### src/design/ssw_pkg.sv
`timescale 1ns / 1ps
`default_nettype none

package ssw_pkg;

  localparam int MAX_ENTRIES = 1024;
  localparam int POS_W       = 31;
  localparam int BYTE_W      = 8;
  localparam int LEN_W       = 32;
  localparam int COUNT_W     = $clog2(MAX_ENTRIES + 1);
  localparam int CELL_DEPTH  = (MAX_ENTRIES >= 32) ? 32 : 2;
  localparam int CELL_W      = $clog2(CELL_DEPTH);
  localparam int N_CELLS     = (MAX_ENTRIES + CELL_DEPTH - 1) / CELL_DEPTH;
  localparam int CID_W       = COUNT_W - CELL_W;
  localparam int CHAIN_W     = $clog2(N_CELLS + 2);

  localparam logic [1:0] OP_CLEAR  = 2'd0;
  localparam logic [1:0] OP_APPEND = 2'd1;
  localparam logic [1:0] OP_QUERY  = 2'd2;

  localparam logic [BYTE_W-1:0] GAP_DASH  = 8'h2D;
  localparam logic [BYTE_W-1:0] GAP_UPPER = 8'h4E;
  localparam logic [BYTE_W-1:0] GAP_LOWER = 8'h6E;

  typedef struct packed {
    logic [1:0]        opcode;
    logic [POS_W-1:0]  site_position;
    logic [BYTE_W-1:0] base_byte;
    logic [POS_W-1:0]  window_start;
    logic [POS_W-1:0]  window_end;
  } in_word_t;

  typedef struct packed {
    logic                    accepted;
    logic [COUNT_W-1:0]      sites_in_window;
    logic signed [LEN_W-1:0] ungapped_length;
    logic [POS_W-1:0]        next_start;
    logic [POS_W-1:0]        last_end;
  } out_word_t;

  typedef struct packed {
    logic              en;
    logic [CID_W-1:0]  cell_sel;
    logic [CELL_W-1:0] addr;
    logic [POS_W-1:0]  pos;
    logic              gap;
  } wr_t;

  typedef struct packed {
    logic               clr;
    logic [CELL_W-1:0]  rd_addr;
    logic               proc_vld;
    logic [CELL_W-1:0]  proc_addr;
    logic [POS_W-1:0]   ws;
    logic [POS_W-1:0]   we;
    logic [COUNT_W-1:0] n;
  } scan_t;

  typedef struct packed {
    logic [COUNT_W-1:0] hits;
    logic [COUNT_W-1:0] gaps;
    logic               next_found;
    logic [POS_W-1:0]   next_pos;
    logic               last_found;
    logic [POS_W-1:0]   last_pos;
  } partial_t;

  function automatic logic is_gap_byte(input logic [BYTE_W-1:0] b);
    return (b == GAP_DASH) || (b == GAP_UPPER) || (b == GAP_LOWER);
  endfunction

endpackage

`default_nettype wire

### src/design/ssw_cell.sv
`timescale 1ns / 1ps
`default_nettype none

module ssw_cell (
  input  wire logic                      clk,
  input  wire logic [ssw_pkg::CID_W-1:0] cell_id,
  input  wire ssw_pkg::wr_t              wr,
  input  wire ssw_pkg::scan_t            scan,
  input  wire ssw_pkg::partial_t         chain_in,
  output ssw_pkg::partial_t              chain_out
);

  logic [ssw_pkg::POS_W:0] mem [ssw_pkg::CELL_DEPTH];
  logic [ssw_pkg::POS_W:0] rd_r;

  ssw_pkg::partial_t local_r, local_nxt;
  ssw_pkg::partial_t chain_r, chain_nxt;

  logic [ssw_pkg::COUNT_W-1:0] idx;
  logic [ssw_pkg::POS_W-1:0]   p;
  logic                        g;
  logic                        live;
  logic                        in_win;

  always_ff @(posedge clk) begin
    if (wr.en && (wr.cell_sel == cell_id)) begin
      mem[wr.addr] <= {wr.gap, wr.pos};
    end
    rd_r <= mem[scan.rd_addr];
  end

  always_comb begin
    idx       = {cell_id, scan.proc_addr};
    p         = rd_r[ssw_pkg::POS_W-1:0];
    g         = rd_r[ssw_pkg::POS_W];
    live      = scan.proc_vld && (idx < scan.n);
    in_win    = (p >= scan.ws) && (p < scan.we);
    local_nxt = local_r;
    if (scan.clr) begin
      local_nxt = '0;
    end else if (live) begin
      if (in_win) begin
        if (g) begin
          local_nxt.gaps = local_r.gaps + ssw_pkg::COUNT_W'(1);
        end else begin
          local_nxt.hits = local_r.hits + ssw_pkg::COUNT_W'(1);
        end
      end
      if (!local_r.next_found &&
          (((p >= scan.ws) && !g) ||
           (((idx + ssw_pkg::COUNT_W'(1)) == scan.n) && (p > scan.ws)))) begin
        local_nxt.next_found = 1'b1;
        local_nxt.next_pos   = p;
      end
      if ((p <= scan.we) && !g) begin
        local_nxt.last_found = 1'b1;
        local_nxt.last_pos   = p;
      end
    end
  end

  always_comb begin
    chain_nxt      = chain_in;
    chain_nxt.hits = chain_in.hits + local_r.hits;
    chain_nxt.gaps = chain_in.gaps + local_r.gaps;
    if (!chain_in.next_found) begin
      chain_nxt.next_found = local_r.next_found;
      chain_nxt.next_pos   = local_r.next_pos;
    end
    if (local_r.last_found) begin
      chain_nxt.last_found = 1'b1;
      chain_nxt.last_pos   = local_r.last_pos;
    end
  end

  always_ff @(posedge clk) begin
    local_r <= local_nxt;
    chain_r <= chain_nxt;
  end

  assign chain_out = chain_r;

endmodule

`default_nettype wire

### config.mk
export PLATFORM = sky130hd
export DESIGN_NAME = ssw_cell
export DESIGN_NICKNAME = d
export VERILOG_FILES = /design/src/design/ssw_pkg.sv /design/src/design/ssw_cell.sv
export SDC_FILE = /design/constraint.sdc
export NUM_CORES = 1
export LEC_CHECK = 0
export CAP_MARGIN = 40
export CORE_MARGIN = 5
export CORE_UTILIZATION = 57
export CTS_BUF_LIST = sky130_fd_sc_hd__clkbuf_8
export DETAILED_ROUTE_END_ITERATION = 6
export DONT_BUFFER_PORTS = 1
export PLACE_DENSITY = 0.81
export SLEW_MARGIN = 30
export SYNTH_ARGS = -nofsm -noshare
export SYNTH_HDL_FRONTEND = slang
export SYNTH_SLANG_ARGS = --single-unit
### constraint.sdc
create_clock -name clk -period 5 [get_ports clk]
set_input_delay 1.5 -clock clk [delete_from_list [all_inputs] [get_ports clk]]
set_output_delay 1.5 -clock clk [all_outputs]
set_load 0.01 [all_outputs]
# Word-level counts from Yosys, hierarchy flattened
# Memory sizes are Yosys's and may differ from the RTL's. A register that Yosys moved wholly into a read port is not among the register bits.
# Cells that the tools add are included.
# classes
addsub	5
n_mul	0
n_div	0
magnitude_cmp	5
eq_ne	2
shift	0
mux	4
n_bitwise	1
n_reduce_logical	14
# ops
op	n
31-bit 2-to-1 mux	2
11-bit by 1-bit adder with 11-bit output (second input constant)	3
31-bit greater-or-equal comparator	1
31-bit > comparator	1
31-bit <= comparator	1
31-bit < comparator	1
11-bit adder	2
11-bit == test	1
11-bit < comparator	1
1-bit logical AND	7
6-bit == test	1
3-bit AND reduction	2
2-bit AND reduction	2
1-bit zero test	2
1-bit 2-to-1 mux	2
1-bit logical OR	1
1-bit inverter	1
# word_totals
reg_bits	172
latchBits	0
mem_bits_rw	1024
mem_bits_ro	0
in_bits	222
out_inout_bits	86
wordCells	44
memories	1
# memory_table
name	words	width	rd	rd_ports_with_merged_regs	write_ports	line_no	text
mem	32	32	1	1	1	ssw_cell.sv:13	logic [ssw_pkg::POS_W:0] mem [ssw_pkg::CELL_DEPTH];

# Longest topological paths before layout
# Gate-level depths: netlist (run 1).
# depth
word_depth	6
ltp_mapped	11
ltp_nobuf	10

# Least setup slack after synthesis (run 1)
# No wires, ideal clock.
# synth_timing
path_type	input -> register
startpoint	in wr[38] (netlist name)
endpoint	mem mem[25][0] (netlist name) (enable)
setup_time_ns	0.421
arrival_time_ns	3.901
slack_ns	0.678
path_stages	5
cell_sequence	xor2_1 > or4_1 > nor2_1 > nand3_1 > nor2_1
# synth_between
elab_chain_len	4
# synth_lines
item	line_no	text
start: declaration	ssw_cell.sv:7	input wire ssw_pkg::wr_t wr,
6-bit == test	ssw_cell.sv:26	if (wr.en && (wr.cell_sel == cell_id)) begin
1-bit logical AND	ssw_cell.sv:26	
1-bit 2-to-1 mux	ssw_cell.sv:26	
1-bit 2-to-1 mux (implied by the code)	ssw_cell.sv:27	mem[wr.addr] <= {wr.gap, wr.pos};
end: declaration	ssw_cell.sv:13	
# Every way passes these cells.

# Final worst setup path (run 1)
# layout_timing
startpoint	in scan[73] (netlist name)
endpoint	reg local_r[46] (netlist name)
# layout_between
elab_chain_len	6
# layout_lines
item	line_no	text
start: declaration	ssw_cell.sv:8	input wire ssw_pkg::scan_t scan,
11-bit by 1-bit adder with 11-bit output	ssw_cell.sv:51	(((idx + ssw_pkg::COUNT_W'(1)) == scan.n) && (p > scan.ws)))) begin
11-bit == test	ssw_cell.sv:51	
1-bit logical AND	ssw_cell.sv:51	
1-bit logical OR	ssw_cell.sv:50	(((p >= scan.ws) && !g) ||
1-bit logical AND	ssw_cell.sv:49	if (!local_r.next_found &&
2-bit AND reduction (no line) *	-	
end signal: assignment	ssw_cell.sv:77	local_r <= local_nxt;
end: declaration	ssw_cell.sv:16	ssw_pkg::partial_t local_r, local_nxt;
# Every way passes the cells marked *; elsewhere a longest branch is shown, timed or not.
# A chain may end at the register's enable or synchronous reset.

==> impl_metrics.yaml, run 1 <==
global_routing:
  grt_usage_pct: 25.1
  grt_pass1_wl_mm: 168
  grt_pass1_vias: 25978
  grt_max_degree: 257
  overflow: 0
  antenna_found_initial: 11
setup_path:
  path_delay_family: "compound AO/OA/AOI/OAI gates"
  r2r_cells: 9
  slowest_delay_ns: 0.68
  worst_ep_arrival_time_ns: 4.64
  r2r_slack_ns: 1.34
  path_cells: "ha_1 -> and2_1 -> o21a_1 -> o21ai_0 -> o211ai_1 -> o41ai_1 -> nor3b_4 -> buf_4 -> mux2i_1"
  cp-start-kind: "input port"
  r2r_end: "local_r[46]"
  worstPathMaxFanout: 32
  r2r_start: "rd_r[14]"
  cp_slowest_cell: "o41ai_1"
  cp-startpoint: "scan[73]"
  crit_cells: 9
  path_buf_inv: 1
  critical_path_class: "in2reg"
  endpoint_kind: "flip-flop"
  crit_end: "local_r[46]"
  crit_required_ns: 5.76
power:
  p_leak_nw: 18.2
  power.switching_mw: 4.32
  power.density_nw_per_um2: 369
  power.internal_mw: 15.6
  combPwrFrac_pct: 4.6
  switching_share_pct: 21.7
  p_clk_share_pct: 38.4
  vdd_drop_max_uv: 273
  p_seq_share_pct: 57.0
cts:
  ctsResizeCount: 0
  clk_pin_slew_worst_paths_ns: 0.06
  cts_sinks: 1228
  clockBufferDepth: 3
  numCtsBuffers: 185
  cts-root-buf: "clkbuf_8"
  post_cts_buffers: 0
  hold_buffers: 0
  cts_tree: "built"
  worstSkewPairLatency_ns: 0.86
  htreeDepth: 4
timing:
  tightest_slew_ns: 1.18
  fin_ws_ns: 1.11
  fin_setup_tns_ns: 0
  slew_viol_final: 0
  clock-skew-final_ns: 0.0487
  setup_viol: 0
  fin_crit_ns: 3.89
  max-slew-margin-rel_pct: 21.5
  rsz0062_at_grt: "no"
  hold_violations: 0
  max_freq_mhz: 257
  period_share_pct: 77.7
finish:
  syn_to_final_growth_pct: 10.7
  drive_gt1_share_pct: 27.4
  fin_cells: 3924
  fin_nets: 2960
synthesis:
  synth_top_family_by_area: "multiplexers"
  synth-simple-area-share_pct: 3.40
  synth-async-reset-ratio_pct: 0
  synthXorXnorAreaFrac_pct: 0.644
  syn-cell-area_um2: 48800
  yosys.area_share.adder_pct: 2.54
  syn_inst: 2506
  synthFlopType: "edfxtp_1"
  synth-edff-count: 1024
  syn_area_per_cell_um2: 19.5
  synth_cell_types: 61
  synth_compound_area_share_pct: 1.86
  syn_nets: 2826
  yosys_warnings: 0
  ys_ff_latch: 1228
  synthMuxAreaShare_pct: 18.3
  synth-seq-area-share_pct: 71.4
drt:
  wl_mm: 114
  ant_nets: 0
  vias: 24652
  drc: 0
  wire_per_inst_um: 29.0
  drtIter0Drc: 2777
  via_per_inst: 6.28
  drt-pass1-iter-count: 5
floorplanning:
  start_util_pct: 57.4
  die_y_um: 303
  num_rows: 107
  die_area_um2: 91500
  core-area_um2: 85000
  die_w_um: 303
  io-pin-count: 308
place:
  post-place-cells: 3595
  place_ws_ns: 0.210
  globalplace.congestion: 0.951
  dp_hpwl_mm: 70.5
  numPortBuffers: 0
min_path:
  hp-class: "reg2reg"
outcome:
  status: "finished clean"
run:
  timing.max_cap.violations: 0
per-stage QoR:
step | util, % | hold WS, ns | cell area, µm² | power, mW
finish | 63.5 | 0.472 | 54000 | 19.9
global route | 63.5 | 0.496 | 54000 | 20.7
CTS | 63.5 | 0.465 | 54000 | 20.1
detailed placement | 59.4 | 0.469 | 50500 | 12.5
global placement | 59.4 | 0.456 | 50500 | 12.4
floorplan | - | 0.446 | 48800 | 12.3
flip-flops by register name, summed over array words and instances (netlist names):
signal	flops
mem	1024
local_r	86
rd_r	32
chain_out	86
cells by family after synthesis:
group | count (synthesis)
compound gates | 139
xor+xnor | 35
fa+ha+maj | 98
buf+inv | 209
flops | 1228
mux | 481
simple gates | 316
how the worst min path moves through the flow:
stage / end / depth (start not counted) / from / slack, ns
2_1_floorplan: local_r[32] / 2 / local_r[32] / 0.45
3_3_place_gp: local_r[38] / 2 / local_r[38] / 0.46
3_5_place_dp: local_r[62] / 2 / local_r[62] / 0.47
4_1_cts: chain_out[26] / 1 / local_r[26] / 0.46
5_1_grt: chain_out[45] / 1 / local_r[45] / 0.50
6_report: chain_out[26] / 1 / local_r[26] / 0.47
final cells by class:
type                       count  area [µm²]
timing repair buffer          62         623
sequential                  1228       34800
fill                        5434       31000
inverter                      94         353
antenna                        6        15.0
clock inverter               123         712
tap                         1144        1430
clock buffer                 198        2730
multi-input combinational   1069       13300
cells in the final DEF (no fill, tap or decap), drive strengths merged, types with 35 or more instances in the layout:
master and count:
a21oi 51, buf 62, clkbuf 198, clkinv 50, dfxtp 204, edfxtp 1024, ha 96, inv 161
mux2 99, mux2i 62, mux4 320, nand2 36, nand2b 65, nand3 35, nor2 92
metal layers:
| layer | share of wire (%) | GRT usage (%) |
|---|---|---|
| met3 | 11 | 7.44 |
| met4 | 2.6 | 8.30 |
| met1 | 36 | 32.5 |
| met5 | 0 | 0 |
| met2 | 50 | 41.3 |
cells in the mapped netlist, types with 14 or more instances:
| cell | instances | area (µm²) |
|---|---|---|
| mux2i_1 | 62 | 621 |
| nor2_1 | 92 | 345 |
| o21ai_0 | 25 | 125 |
| buf_2 | 29 | 145 |
| dfxtp_1 | 204 | 4080 |
| mux4_2 | 320 | 7210 |
| inv_1 | 94 | 353 |
| nand2b_1 | 65 | 407 |
| a21oi_1 | 51 | 255 |
| ha_1 | 96 | 1200 |
| or4_1 | 15 | 113 |
| nand4_1 | 15 | 93.8 |
| xnor2_1 | 18 | 158 |
| nand2_1 | 36 | 135 |
| clkbuf_1 | 66 | 248 |
| buf_1 | 14 | 52.6 |
| o31ai_1 | 16 | 120 |
| xor2_1 | 16 | 140 |
| mux2_2 | 99 | 1110 |
| nand3_1 | 35 | 175 |
| edfxtp_1 | 1024 | 30700 |
power groups by stage:
stage	sequential, mW	combinational (mW)	clock (mW)
after CTS	11.4	0.906	7.80
after detailed placement	11.6	0.900	0
after global routing	11.4	0.978	8.33
after global placement	11.6	0.859	0
final	11.3	0.912	7.65
after floorplan	11.5	0.816	0
No activity file was read; power rests on OpenSTA's default activity.
==> inputs of run 2 (changes only) <==
--- a/config.mk
+++ b/config.mk
@@ -11,7 +11,7 @@
 export CTS_BUF_LIST = sky130_fd_sc_hd__clkbuf_8
 export DETAILED_ROUTE_END_ITERATION = 6
 export DONT_BUFFER_PORTS = 1
-export PLACE_DENSITY = 0.81
+export PLACE_DENSITY = 0.84
 export SLEW_MARGIN = 30
 export SYNTH_ARGS = -nofsm -noshare
 export SYNTH_HDL_FRONTEND = slang
==> constraint.sdc (replaced) <==
create_clock -name clk -period 3.5 [get_ports clk]
set_input_delay 1.05 -clock clk [delete_from_list [all_inputs] [get_ports clk]]
set_output_delay 1.05 -clock clk [all_outputs]
set_load 0.01 [all_outputs]
==> run 2 against run 1 <==
Clock skew up 0.0036 ns; die area unchanged; clock-buffer cell count shrank 3; flip-flop and latch count did not move; largest power group unchanged.
==> impl_metrics.yaml, run 2 (same netlist as run 1, synthesis figures left out) <==
outcome:
  status: "finished clean"
cts:
  htreeDepth: 4
  post_cts_buffers: 0
  cts_sinks: 1228
  hold_buffers: 0
  clk_pin_slew_worst_paths_ns: 0.06
  clockBufferDepth: 3
  numCtsBuffers: 185
  worstSkewPairLatency_ns: 0.88
  cts-root-buf: "clkbuf_8"
  ctsResizeCount: 0
  cts_tree: "built"
setup_path:
  cp-start-kind: "flip-flop"
  worst_ep_arrival_time_ns: 3.93
  worstPathMaxFanout: 10
  endpoint_kind: "flip-flop"
  critical_path_class: "reg2reg"
  crit_required_ns: 4.27
drt:
  drt-met1-wl_mm: 42.1
  drc: 0
  wl_mm: 124
  ant_nets: 0
  drtIter0Drc: 3130
  top_layer_used: "met5"
  wl_met3_mm: 13.0
  vias: 25618
  drt-pass1-iter-count: 5
  via_per_inst: 6.40
  wire_per_inst_um: 31.0
  dr_wl_met2_mm: 62.7
timing:
  tightest_slew_ns: 0.862
  fin_setup_tns_ns: 0
  max_freq_mhz: 317
  clock-skew-final_ns: 0.0523
  whs_ns: 0.259
  period_share_pct: 90.2
  slew_viol_final: 0
  setup_viol: 0
  hold_violations: 0
  fin_crit_ns: 3.16
  rsz0062_at_grt: "no"
  max-slew-margin-rel_pct: 42.4
power:
  p_leak_nw: 18.6
  finalPower_mw: 29.3
  combPwrFrac_pct: 4.6
  power.switching_mw: 6.54
  p_seq_share_pct: 55.3
  power.density_nw_per_um2: 533
  power.internal_mw: 22.8
  vdd_drop_max_uv: 420
  p_clk_share_pct: 40.1
  switching_share_pct: 22.3
floorplanning:
  num_rows: 107
  core-area_um2: 85000
  start_util_pct: 57.4
  die_area_um2: 91500
  die_y_um: 303
  io-pin-count: 308
  die_w_um: 303
min_path:
  hp-class: "in2reg"
finish:
  largest_reg_flops: 1024
  design_area_um2: 55100
  regArea_um2: 34800
  fin_nets: 3005
  syn_to_final_growth_pct: 12.9
  fin_cells: 4003
  layout_commonest_cell: "edfxtp_1"
  final_cell_mix: "1024 x edfxtp_1, 320 x mux4_2, 203 x dfxtp_1, 195 x clkbuf_8, 135 x inv_1"
  multi_input_area_um2: 13300
  regMostFlops: "mem"
  drive_gt1_share_pct: 29.1
  fill_cells: 5253
place:
  dp_hpwl_mm: 73.3
  placed_cell_area_um2: 51300
  numPortBuffers: 0
  post-place-cells: 3640
  globalplace.congestion: 0.915
run:
  timing.max_cap.violations: 0
global_routing:
  grt_usage_pct: 27.2
  grt_max_degree: 257
  antenna_found_initial: 18
  overflow: 0
  grt_pass1_vias: 26789
  grt_pass1_wl_mm: 179
==> run 2: changes by cell type in the layout (fill, tap and decap cells not counted), moves of 5 or more <==
cell       change
bufinv_16      +6
buf_4         +12
inv_1         -21
clkinv_1      +22
clkinv_2      +20
diode_2        +8
buf_12        +33
inv_12         +5
==> run 2: cell type report <==
type / count / share of cell area (%)
clock inverters: 152 / 1.88
well taps: 1144 / 2.60
flip-flops and latches: 1228 / 63.3
multi-input cells: 1069 / 24.2
repair buffers: 107 / 2.49
clock buffers: 195 / 4.87
diodes: 14 / 0.0636
inverters: 94 / 0.641
==> run 2: per-layer routing <==
metal | up-vias | track usage, %
met5 | - | 0
met4 | 6 | 13.1
met3 | 367 | 6.93
met2 | 1728 | 45.7
met1 | 13020 | 33.3
li1 | 10497 | -
==> run 2: through the flow <==
step           util [%]  setup WS [ns]
3_5_place_dp       60.3         -0.200
4_1_cts            64.7          0.368
5_1_grt            64.8          0.203
6_report           64.8          0.343
3_3_place_gp       60.3         -0.105
2_1_floorplan         -         -0.372
==> run 2: critical path, stage by stage (launching register included) <==
cell       delay, ns
dfxtp_1         0.60
ha_1            0.35
a21o_1          0.16
a21oi_1         0.19
o31ai_1         0.16
o21ai_2         0.22
buf_4           0.16
o2111ai_2       0.26
buf_4           0.27
or4_1           0.48
a21oi_1         0.22
==> run 2: power groups by stage <==
stage | sequential [mW] | clock (mW) | combinational (mW)
CTS | 16.2 | 11.9 | 1.35
floorplan | 16.4 | 0 | 1.17
global route | 16.2 | 12.7 | 1.47
global placement | 16.5 | 0 | 1.26
finish | 16.2 | 11.8 | 1.36
detailed placement | 16.5 | 0 | 1.34
==> run 2: worst paths after layout <==
path                            slack (ns)  cells after the start   startpoint          end
worst max-delay path                  0.34                     10     rd_r[13]  local_r[68]
worst min-delay path                  0.26                      1     scan[84]  local_r[67]
worst max register to register        0.34                     10     rd_r[13]  local_r[68]
worst min register to register        0.47                      2  local_r[46]  local_r[46]
==> inputs of run 3 (changes only) <==
--- a/config.mk
+++ b/config.mk
@@ -6,12 +6,14 @@
 export NUM_CORES = 1
 export LEC_CHECK = 0
 export CAP_MARGIN = 40
+export CELL_PAD_IN_SITES_DETAIL_PLACEMENT = 0
+export CELL_PAD_IN_SITES_GLOBAL_PLACEMENT = 1
 export CORE_MARGIN = 5
-export CORE_UTILIZATION = 57
+export CORE_UTILIZATION = 52
 export CTS_BUF_LIST = sky130_fd_sc_hd__clkbuf_8
 export DETAILED_ROUTE_END_ITERATION = 6
 export DONT_BUFFER_PORTS = 1
-export PLACE_DENSITY = 0.84
+export PLACE_DENSITY = 0.87
 export SLEW_MARGIN = 30
 export SYNTH_ARGS = -nofsm -noshare
 export SYNTH_HDL_FRONTEND = slang
==> run 3 against run 2 <==
The flow now finishes with violations (design-rule violations); fmax shrank 0.80%; utilization shrank 5.8 points; non-clock buffer count shrank 3; power shrank 3.6%; global-route usage shrank 4.3 points; sequential power is essentially flat; wire length shrank 8.0%; hold slack gained 0.019 ns; first-iteration DRC count shrank 18%; via count shrank 4.5%; clock-buffer cell count shrank 5; critical endpoint is now local_r[81].
==> impl_metrics.yaml, run 3 (same netlist as run 1, synthesis figures left out) <==
drt:
  wl_mm: 114
  drtIter0Drc: 2574
  vias: 24466
  wire_per_inst_um: 27.9
  ant_nets: 0
  via_per_inst: 6.00
  drc: 2
  drt-pass1-iter-count: 7
floorplanning:
  io-pin-count: 308
  num_rows: 112
  die_w_um: 316
  core-area_um2: 93200
  die_y_um: 316
  start_util_pct: 52.3
  die_area_um2: 100000
timing:
  period_share_pct: 90.9
  tightest_slew_ns: 1.08
  slew_viol_final: 0
  clock-skew-final_ns: 0.0340
  max_freq_mhz: 314
  max-slew-margin-rel_pct: 28.0
  hold_violations: 0
  whs_ns: 0.278
  rsz0062_at_grt: "no"
  fin_crit_ns: 3.18
  setup_viol: 0
  fin_setup_tns_ns: 0
finish:
  drive_gt1_share_pct: 28.3
  syn_to_final_growth_pct: 12.6
  layout_commonest_cell: "edfxtp_1"
  regMostFlops: "mem"
  largest_reg_flops: 1024
  fill_cells: 6317
  fin_nets: 2996
  final_cell_mix: "1024 x edfxtp_1, 320 x mux4_2, 203 x dfxtp_1, 190 x clkbuf_8, 154 x inv_1"
power:
  switching_share_pct: 21.6
  vdd_drop_max_uv: 369
  power.internal_mw: 22.2
  power.switching_mw: 6.11
  power.density_nw_per_um2: 514
  combPwrFrac_pct: 4.7
  finalPower_mw: 28.3
  p_seq_share_pct: 57.3
  p_clk_share_pct: 37.9
  p_leak_nw: 18.5
place:
  globalplace.congestion: 0.864
  dp_hpwl_mm: 69.4
  numPortBuffers: 0
outcome:
  status: "complete, but fails checks"
  violations: "design-rule violations"
global_routing:
  overflow: 0
  grt_pass1_vias: 26138
  grt_max_degree: 257
  grt_pass1_wl_mm: 167
  antenna_found_initial: 10
  grt_usage_pct: 22.9
cts:
  htreeDepth: 4
  ctsResizeCount: 0
  post_cts_buffers: 0
  numCtsBuffers: 179
  cts_tree: "built"
  hold_buffers: 0
  clockBufferDepth: 3
  worstSkewPairLatency_ns: 0.84
  cts_sinks: 1228
  clk_pin_slew_worst_paths_ns: 0.06
  cts-root-buf: "clkbuf_8"
setup_path:
  endpoint_kind: "flip-flop"
  worstPathMaxFanout: 10
  crit_required_ns: 4.24
  worst_ep_arrival_time_ns: 3.92
  critical_path_class: "reg2reg"
  cp-start-kind: "flip-flop"
min_path:
  hp-class: "in2reg"
run:
  timing.max_cap.violations: 0
[run 3: cell count changes in the layout (fill, tap and decap cells not counted), sizes merged]
| cell | change |
|---|---|
| clkinv | -26 |
| inv | +19 |
| diode | -10 |
| bufinv | -6 |
| clkbuf | -5 |
| buf | -3 |
| clkinvlp | -1 |
[run 3: cell type report]
class	count	area (µm²)	share of cell area, %
flip-flops and latches	1228	34800	63.4
repair buffers	104	1470	2.67
inverters	94	353	0.642
well taps	1254	1570	2.86
clock inverters	138	778	1.42
diodes	4	10.0	0.0182
multi-input cells	1069	13300	24.2
clock buffers	190	2620	4.76
[run 3: path summary, 6_finish.rpt]
path / slack (ns) / cells after the start / endpoint / from
setup / recovery: 0.32 / 11 / local_r[81] / rd_r[14]
hold / removal: 0.28 / 1 / local_r[30] / scan[84]
setup reg to reg: 0.32 / 11 / local_r[81] / rd_r[14]
hold reg to reg: 0.47 / 2 / local_r[49] / local_r[49]
[run 3: worst max-delay path, cell delays in order (launching register included)]
cell	delay (ns)
dfxtp_1	0.64
ha_1	0.35
nand3_1	0.12
nor3_1	0.08
buf_4	0.15
o31a_1	0.15
o21ai_2	0.23
buf_4	0.15
o2111ai_2	0.29
buf_4	0.28
or4_1	0.47
a21oi_1	0.17
[run 3: power by group through the flow]
| stage | Combinational [mW] | Clock [mW] | Sequential [mW] |
|---|---|---|---|
| floorplan | 1.17 | 0 | 16.4 |
| global placement | 1.26 | 0 | 16.5 |
| detailed placement | 1.32 | 0 | 16.5 |
| CTS | 1.33 | 10.9 | 16.2 |
| global route | 1.44 | 11.7 | 16.2 |
| finish | 1.33 | 10.7 | 16.2 |
[run 3: layer usage]
| layer | up-vias | share of wire [%] | GRT usage, % |
|---|---|---|---|
| met1 | 12549 | 35 | 27.8 |
| met5 | - | 0.022 | 0 |
| met4 | 4 | 2.6 | 7.32 |
| li1 | 10465 | - | - |
| met2 | 1267 | 52 | 39.4 |
| met3 | 181 | 10 | 7.27 |
[run 3: through the flow]
stage / util (%) / std cells / instance area, µm² / worst slack [ns]
after floorplan: - / 2506 / 48800 / -0.372
after global placement: 55.2 / 3745 / 51500 / -0.151
after detailed placement: 55.3 / 3748 / 51500 / -0.224
after CTS: 58.9 / 4076 / 54900 / 0.294
after global routing: 59.0 / 4081 / 55000 / 0.203
final: 59.0 / 4081 / 55000 / 0.318
